===== src/sv/slu_pkg.sv =====
// shared constants and stage data type for the logistic sigmoid unit
package slu_pkg;

    // default geometry of the top level
    localparam int DEF_IN_WIDTH     = 16;
    localparam int DEF_IN_FRAC_BITS = 12;
    localparam int DEF_OUT_WIDTH    = 16;

    // fixed point formats of the exponential core
    localparam int R_W  = 62;                   // reduced argument, Q62
    localparam int S_W  = 63;                   // series value, Q62 up to 1.0
    localparam int K_W  = 7;                    // ln2 multiple, up to 92
    localparam int AV_W = 62;                   // |x| in Q6.56
    localparam int D_W  = 64;                   // quotient divider width

    localparam logic [S_W-1:0] Q62_ONE = 63'h4000_0000_0000_0000;
    localparam logic [55:0]    LN2_Q56 = 56'hB1_7217_F7D1_CF7A;

    // series order and the constant divider layout
    localparam int TAYLOR_ORDER = 20;
    localparam int REM_W        = $clog2(TAYLOR_ORDER);
    localparam int CHUNK_W      = 16;
    localparam int N_CHUNK      = 4;

    // data that travels with each element through the exponential core
    typedef struct packed {
        logic [R_W-1:0] r;
        logic [S_W-1:0] s;
        logic [K_W-1:0] k;
        logic           neg;
        logic           big;
        logic           last;
    } t_hdata;

endpackage


===== src/sv/slu_range_reduce.sv =====
// input register, magnitude and ln2 range reduction of one element per cycle while i_en is high
module slu_range_reduce #(
    parameter int IN_WIDTH     = slu_pkg::DEF_IN_WIDTH,
    parameter int IN_FRAC_BITS = slu_pkg::DEF_IN_FRAC_BITS
) (
    input  logic                  i_clk,
    input  logic                  i_rst_n,
    input  logic                  i_en,
    input  logic                  i_valid,
    input  logic [IN_WIDTH-1:0]   i_x,
    input  logic                  i_last,
    output logic                  o_valid,
    output slu_pkg::t_hdata       o_data
);

    localparam int K_W   = slu_pkg::K_W;
    localparam int AV_W  = slu_pkg::AV_W;
    localparam int AV_SH = 56 - IN_FRAC_BITS;
    localparam logic [63:0] BIG = 64'(64) << IN_FRAC_BITS;

    // input stage
    logic                r_a_v;
    logic [IN_WIDTH-1:0] r_a_x;
    logic                r_a_last;

    always_ff @(posedge i_clk) begin
        if (!i_rst_n) begin
            r_a_v <= 1'b0;
        end else if (i_en) begin
            r_a_v <= i_valid;
        end
    end

    always_ff @(posedge i_clk) begin
        if (i_en) begin
            r_a_x    <= i_x;
            r_a_last <= i_last;
        end
    end

    // magnitude, large range flag and Q8.56 argument
    logic                n_b_neg;
    logic [IN_WIDTH-1:0] n_b_mag;
    logic [63:0]         n_b_mag64;
    logic [63:0]         n_b_av64;
    logic                n_b_big;

    always_comb begin
        n_b_neg   = r_a_x[IN_WIDTH-1];
        n_b_mag   = n_b_neg ? (~r_a_x + IN_WIDTH'(1)) : r_a_x;
        n_b_mag64 = 64'(n_b_mag);
        n_b_big   = (n_b_mag64 >= BIG);
        n_b_av64  = n_b_mag64 << AV_SH;
    end

    // restoring division by ln2, one quotient bit per stage
    logic                r_v    [0:K_W];
    logic [AV_W-1:0]     r_rem  [0:K_W];
    logic [K_W-1:0]      r_kq   [0:K_W];
    logic                r_neg  [0:K_W];
    logic                r_big  [0:K_W];
    logic                r_last [0:K_W];

    always_ff @(posedge i_clk) begin
        if (!i_rst_n) begin
            r_v[0] <= 1'b0;
        end else if (i_en) begin
            r_v[0] <= r_a_v;
        end
    end

    always_ff @(posedge i_clk) begin
        if (i_en) begin
            r_rem[0]  <= n_b_av64[AV_W-1:0];
            r_kq[0]   <= '0;
            r_neg[0]  <= n_b_neg;
            r_big[0]  <= n_b_big;
            r_last[0] <= r_a_last;
        end
    end

    for (genvar i = 0; i < K_W; i++) begin : g_kstep
        localparam int SH = K_W - 1 - i;
        localparam logic [AV_W-1:0] DIV_C = AV_W'(slu_pkg::LN2_Q56) << SH;

        logic            n_ge;
        logic [AV_W-1:0] n_rem;
        logic [K_W-1:0]  n_k;

        always_comb begin
            n_ge      = (r_rem[i] >= DIV_C);
            n_rem     = n_ge ? (r_rem[i] - DIV_C) : r_rem[i];
            n_k       = r_kq[i];
            n_k[SH]   = n_ge;
        end

        always_ff @(posedge i_clk) begin
            if (!i_rst_n) begin
                r_v[i+1] <= 1'b0;
            end else if (i_en) begin
                r_v[i+1] <= r_v[i];
            end
        end

        always_ff @(posedge i_clk) begin
            if (i_en) begin
                r_rem[i+1]  <= n_rem;
                r_kq[i+1]   <= n_k;
                r_neg[i+1]  <= r_neg[i];
                r_big[i+1]  <= r_big[i];
                r_last[i+1] <= r_last[i];
            end
        end
    end

    // remainder is below ln2, move it to Q62
    assign o_valid = r_v[K_W];

    always_comb begin
        o_data      = '0;
        o_data.r    = {r_rem[K_W][55:0], 6'b0};
        o_data.s    = slu_pkg::Q62_ONE;
        o_data.k    = r_kq[K_W];
        o_data.neg  = r_neg[K_W];
        o_data.big  = r_big[K_W];
        o_data.last = r_last[K_W];
    end

endmodule


===== config.mk =====
export PLATFORM = sky130hd
export DESIGN_NAME = slu_range_reduce
export DESIGN_NICKNAME = d
export VERILOG_FILES = /design/src/sv/slu_pkg.sv /design/src/sv/slu_range_reduce.sv
export SDC_FILE = /design/constraint.sdc
export NUM_CORES = 1
export LEC_CHECK = 0
export ABC_AREA = 1
export BUFFER_PORTS_ARGS = -buffer_cell sky130_fd_sc_hd__buf_4
export CAP_MARGIN = 20
export CELL_PAD_IN_SITES_DETAIL_PLACEMENT = 1
export CELL_PAD_IN_SITES_GLOBAL_PLACEMENT = 1
export CORE_AREA = 2 2 184 186
export CTS_BUF_LIST = sky130_fd_sc_hd__clkbuf_2 sky130_fd_sc_hd__clkbuf_4 sky130_fd_sc_hd__clkbuf_8
export DETAILED_ROUTE_END_ITERATION = 6
export DIE_AREA = 0 0 186 188
export GPL_TIMING_DRIVEN = 0
export HOLD_SLACK_MARGIN = 0.06
export PLACE_DENSITY = 0.9
export SYNTH_ARGS = -nofsm -noshare
export SYNTH_HDL_FRONTEND = slang
export SYNTH_SLANG_ARGS = --single-unit

===== constraint.sdc =====
create_clock -name i_clk -period 3.55 [get_ports i_clk]
set_input_delay 0.1775 -clock i_clk [delete_from_list [all_inputs] [get_ports i_clk]]
set_output_delay 0.1775 -clock i_clk [all_outputs]
set_load 0.005 [all_outputs]

==> results.md <==
- RSZ-0062 raised after global routing: false
- Initial antenna violation count: 0
- Core Region: 33100 µm²
- RePlAce Congestion: 0.902
- Synth Area in Simple Gates: 25.0%
- Post-synth EDFFs: 297
- Vias in the first global route: 14300
- Combinational power share: 17.4%
- Peak VDD IR: 318 µV
- Sw Pwr: 0.00273 W
- Critical path capture point type: register
- WHS Path Cells: 2
- Worst Clk Skew: 38.9 ps
- CTS buffer count: 50
- Crit-path leading delay family: simple AND/OR/NAND/NOR gates
- Layout Cells excl Fill: 2584
- Htree depth: 2
- Clock Tree Buf Depth: 3
- Clock Pin Slew Worst Setup and Hold Paths: 70 ps
- Internal: 0.00656 W
- CTS tree: done
- Async SR Flop Fraction: 0%
- Detail Route Antenna Nets: 0
- Crit path required time: 3940 ps
- Sequential Power Share: 49.8%
- Pre-CTS WS: 1120 ps
- Pwr dens: 481 nW/µm²
- Initial Util: 50.2%
- Yosys cell types: 45
- CP Buf/Inv Count: 2
- Max Cap Violations: 0
- Critical path peak fanout: 10
- Multi-input gate area: 6180 µm²
- Startpoint Class: register
- Vias/cell: 5.15
- Die height: 188 µm
- DRC: 0
- Layout cell share with drive strength beyond 1: 14.4%
- Post-CTS setup buffers: 0
- Reg2Reg Setup Slack: 1090 ps
- Crit-path max cell delay: 530 ps
- CP cell instances: inv_1 > ha_1 > nand3_1 > nand2_1 > nand2_1 > nand3_1 > nand2_2 > buf_6 > nand2_1 > o21ai_0 > nand2_1
- Post-synth top area cell: edfxtp_1
- Post-Syn Instances: 1869
- Most common cell after layout, fill and taps aside: nand2_1
- Top_reg_cell synth: edfxtp_1
- Fmax: 0.407 GHz
- Global-route wire length before repair: 72700 µm
- Status: finished, final reports clean
- IO Port Bufs: 82
- N_diodes: 0
- RR Endpoint: r_rem[6][27]
- Sw frac: 29.4%
- Seq cells post-synth: 299
- R2r startpoint: r_kq[1][10]
- Total gr overflow: 0
- Mapped Area: 16600 µm²
- Clk pwr share: 32.8%
- Worst Reg-to-Reg Cells: 11
- Post-route worst setup slack: 1090 ps
- Most frequent cells in the layout: 587 x nand2_1, 297 x edfxtp_1, 226 x inv_1
- TritonCTS Sinks: 299
- Most used cell, CP: nand2_1
- Post-synthesis compound-gate area fraction: 4.84%
- Worst hold endpoint: r_a_x[7]
- Final setup violation count: 0
- Max-slew violation count: 0
- Syn-to-layout area delta: 16.3%
- Largest family of logic cells by synthesized area: simple AND/OR/NAND/NOR gates
- Filler cells: 3899
- GRT Util Overall: 26.5%
- Largest net degree at the start of global routing: 134
- Clk_lat worst skew: 650 ps
- Hold Path Origin: i_x[7]
- Leak: 9.02 nW
- Iter 0 DRT Violations: 701
- Hold Vio Cnt, Final: 0
- WS Path Type: reg2reg
- IO Pins: 157
- Slew HR: 50.8%
- Final WL: 45500 µm
- Multiplexer share of the synthesized area: 0%
- DP Cell Count: 2474
- CTS root buf: clkbuf_8
- Fin crit share: 69.3%
- Tmin final: 2460 ps
- Hold crit path type: in2reg
- WP data arrival: 2850 ps
- Chip width: 186 µm
- Synthesized-area fraction occupied by adder cells: 1.36%
- Nets@finish: 2139
- Die Area: 35000 µm²
- Yosys top cell area share: 53.7%
- Critical path's slowest cell: edfxtp_1
- Post-DR wirelength/cell: 17.6 µm
- DP HPWL: 33800 µm
- Avg Cell Area, Syn: 8.89 µm²
- Worst slew pin tran: 737 ps
- Via count: 13300
- Num rows: 67
- Register area: 8960 µm²
- Register area share after synthesis: 53.9%
- Drt first pass iters: 5
- XOR/XNOR Fraction of Synth Area: 4.31%
- Synthesis warning total: 0
- Top area cells in the synthesized netlist: edfxtp_1 54%, nand2_1 13%, inv_1 5.1%
==> synth_stat cells (2+ instances only) <==
cell / number
o21bai_1: 6
inv_2: 7
nor2_1: 152
o21ai_1: 9
nand2_1: 587
nand3_2: 4
buf_4: 92
o21ai_0: 72
nand3b_1: 19
a21oi_1: 42
a21boi_0: 2
conb_1: 2
nand4_1: 28
nand2_4: 4
xor2_1: 61
edfxtp_1: 297
xor2_2: 2
nor3_1: 27
xnor2_1: 17
nor3_4: 2
buf_8: 3
ha_1: 18
inv_1: 226
nand3_1: 137
buf_6: 9
nand2_2: 9
nor4_1: 2
buf_2: 5
nor2_2: 5
dfxtp_1: 2
a31oi_1: 7
==> repair_timing <==
| action | in CTS | in global routing |
|---|---|---|
| endpoints found under the hold margin | 50 | 0 |
| resized for setup | 0 | 0 |
| hold buffers | 22 | 0 |
==> final cells by class <==
class | count | share of cell area [%]
flip-flops and latches | 299 | 46.4
clock buffers | 67 | 4.29
repair buffers | 106 | 4.65
multi-input cells | 1298 | 32.0
inverters | 235 | 4.58
clock inverters | 21 | 0.725
well taps | 448 | 2.90
plain buffers | 110 | 4.48
==> state kept, by name, indices dropped and copies added, names as in the netlist <==
| register | cells |
|---|---|
| r_rem | 245 |
| r_a_x | 16 |
| r_kq | 12 |
| r_last | 8 |
| r_neg | 8 |
| r_v | 8 |
| r_a_last | 1 |
| r_a_v | 1 |
==> worst max path at each step <==
stage                      startpoint            to  slack [ps]  depth (start not counted)
after detailed placement  r_kq[1][10]  r_rem[6][27]        1120                         11
after floorplan           r_kq[1][10]  r_rem[6][27]        1740                         11
after global routing      r_kq[1][10]  r_rem[6][27]         920                         11
final                     r_kq[1][10]  r_rem[6][27]        1090                         11
after global placement           i_en     r_v[0][3]        -270                          3
after CTS                 r_kq[1][10]  r_rem[6][27]        1120                         11
==> power groups by stage <==
stage               sequential, W  clock, W  combinational, W
floorplan                 0.00460         0           0.00104
global placement          0.00467         0           0.00148
detailed placement        0.00469         0           0.00158
CTS                       0.00462   0.00311           0.00161
global route              0.00466   0.00326           0.00183
finish                    0.00462   0.00305           0.00162
==> through the flow <==
step	power, W	util [%]	TNS (ps)	hold slack [ps]	cell area, µm²
finish	0.00929	58.3	0	257	19300
global route	0.00975	58.3	0	236	19300
CTS	0.00933	58.3	0	210	19300
detailed placement	0.00627	54.8	0	357	18100
global placement	0.00615	54.6	-1790	356	18100
floorplan	0.00564	-	0	276	16900
==> layer usage <==
layer  global-route usage [%]  vias up  part of all wire (%)
met4                     12.6        0                   4.4
met2                     50.5      335                    54
met5                        0        -                     0
met1                     28.2     6401                    38
li1                         -     6432                     -
met3                     3.90      132                   4.0
==> cells by family (layout without fill, tap and decap cells) <==
kind of cell    count (synthesis)  after routing
buf+inv                       345            539
xor+xnor                       80             80
simple gates                  978            978
compound gates                147            147
fa+ha+maj                      18             18
flops                         299            299
other cells                     2             75
Note: power is estimated with default switching activity, not from simulation.
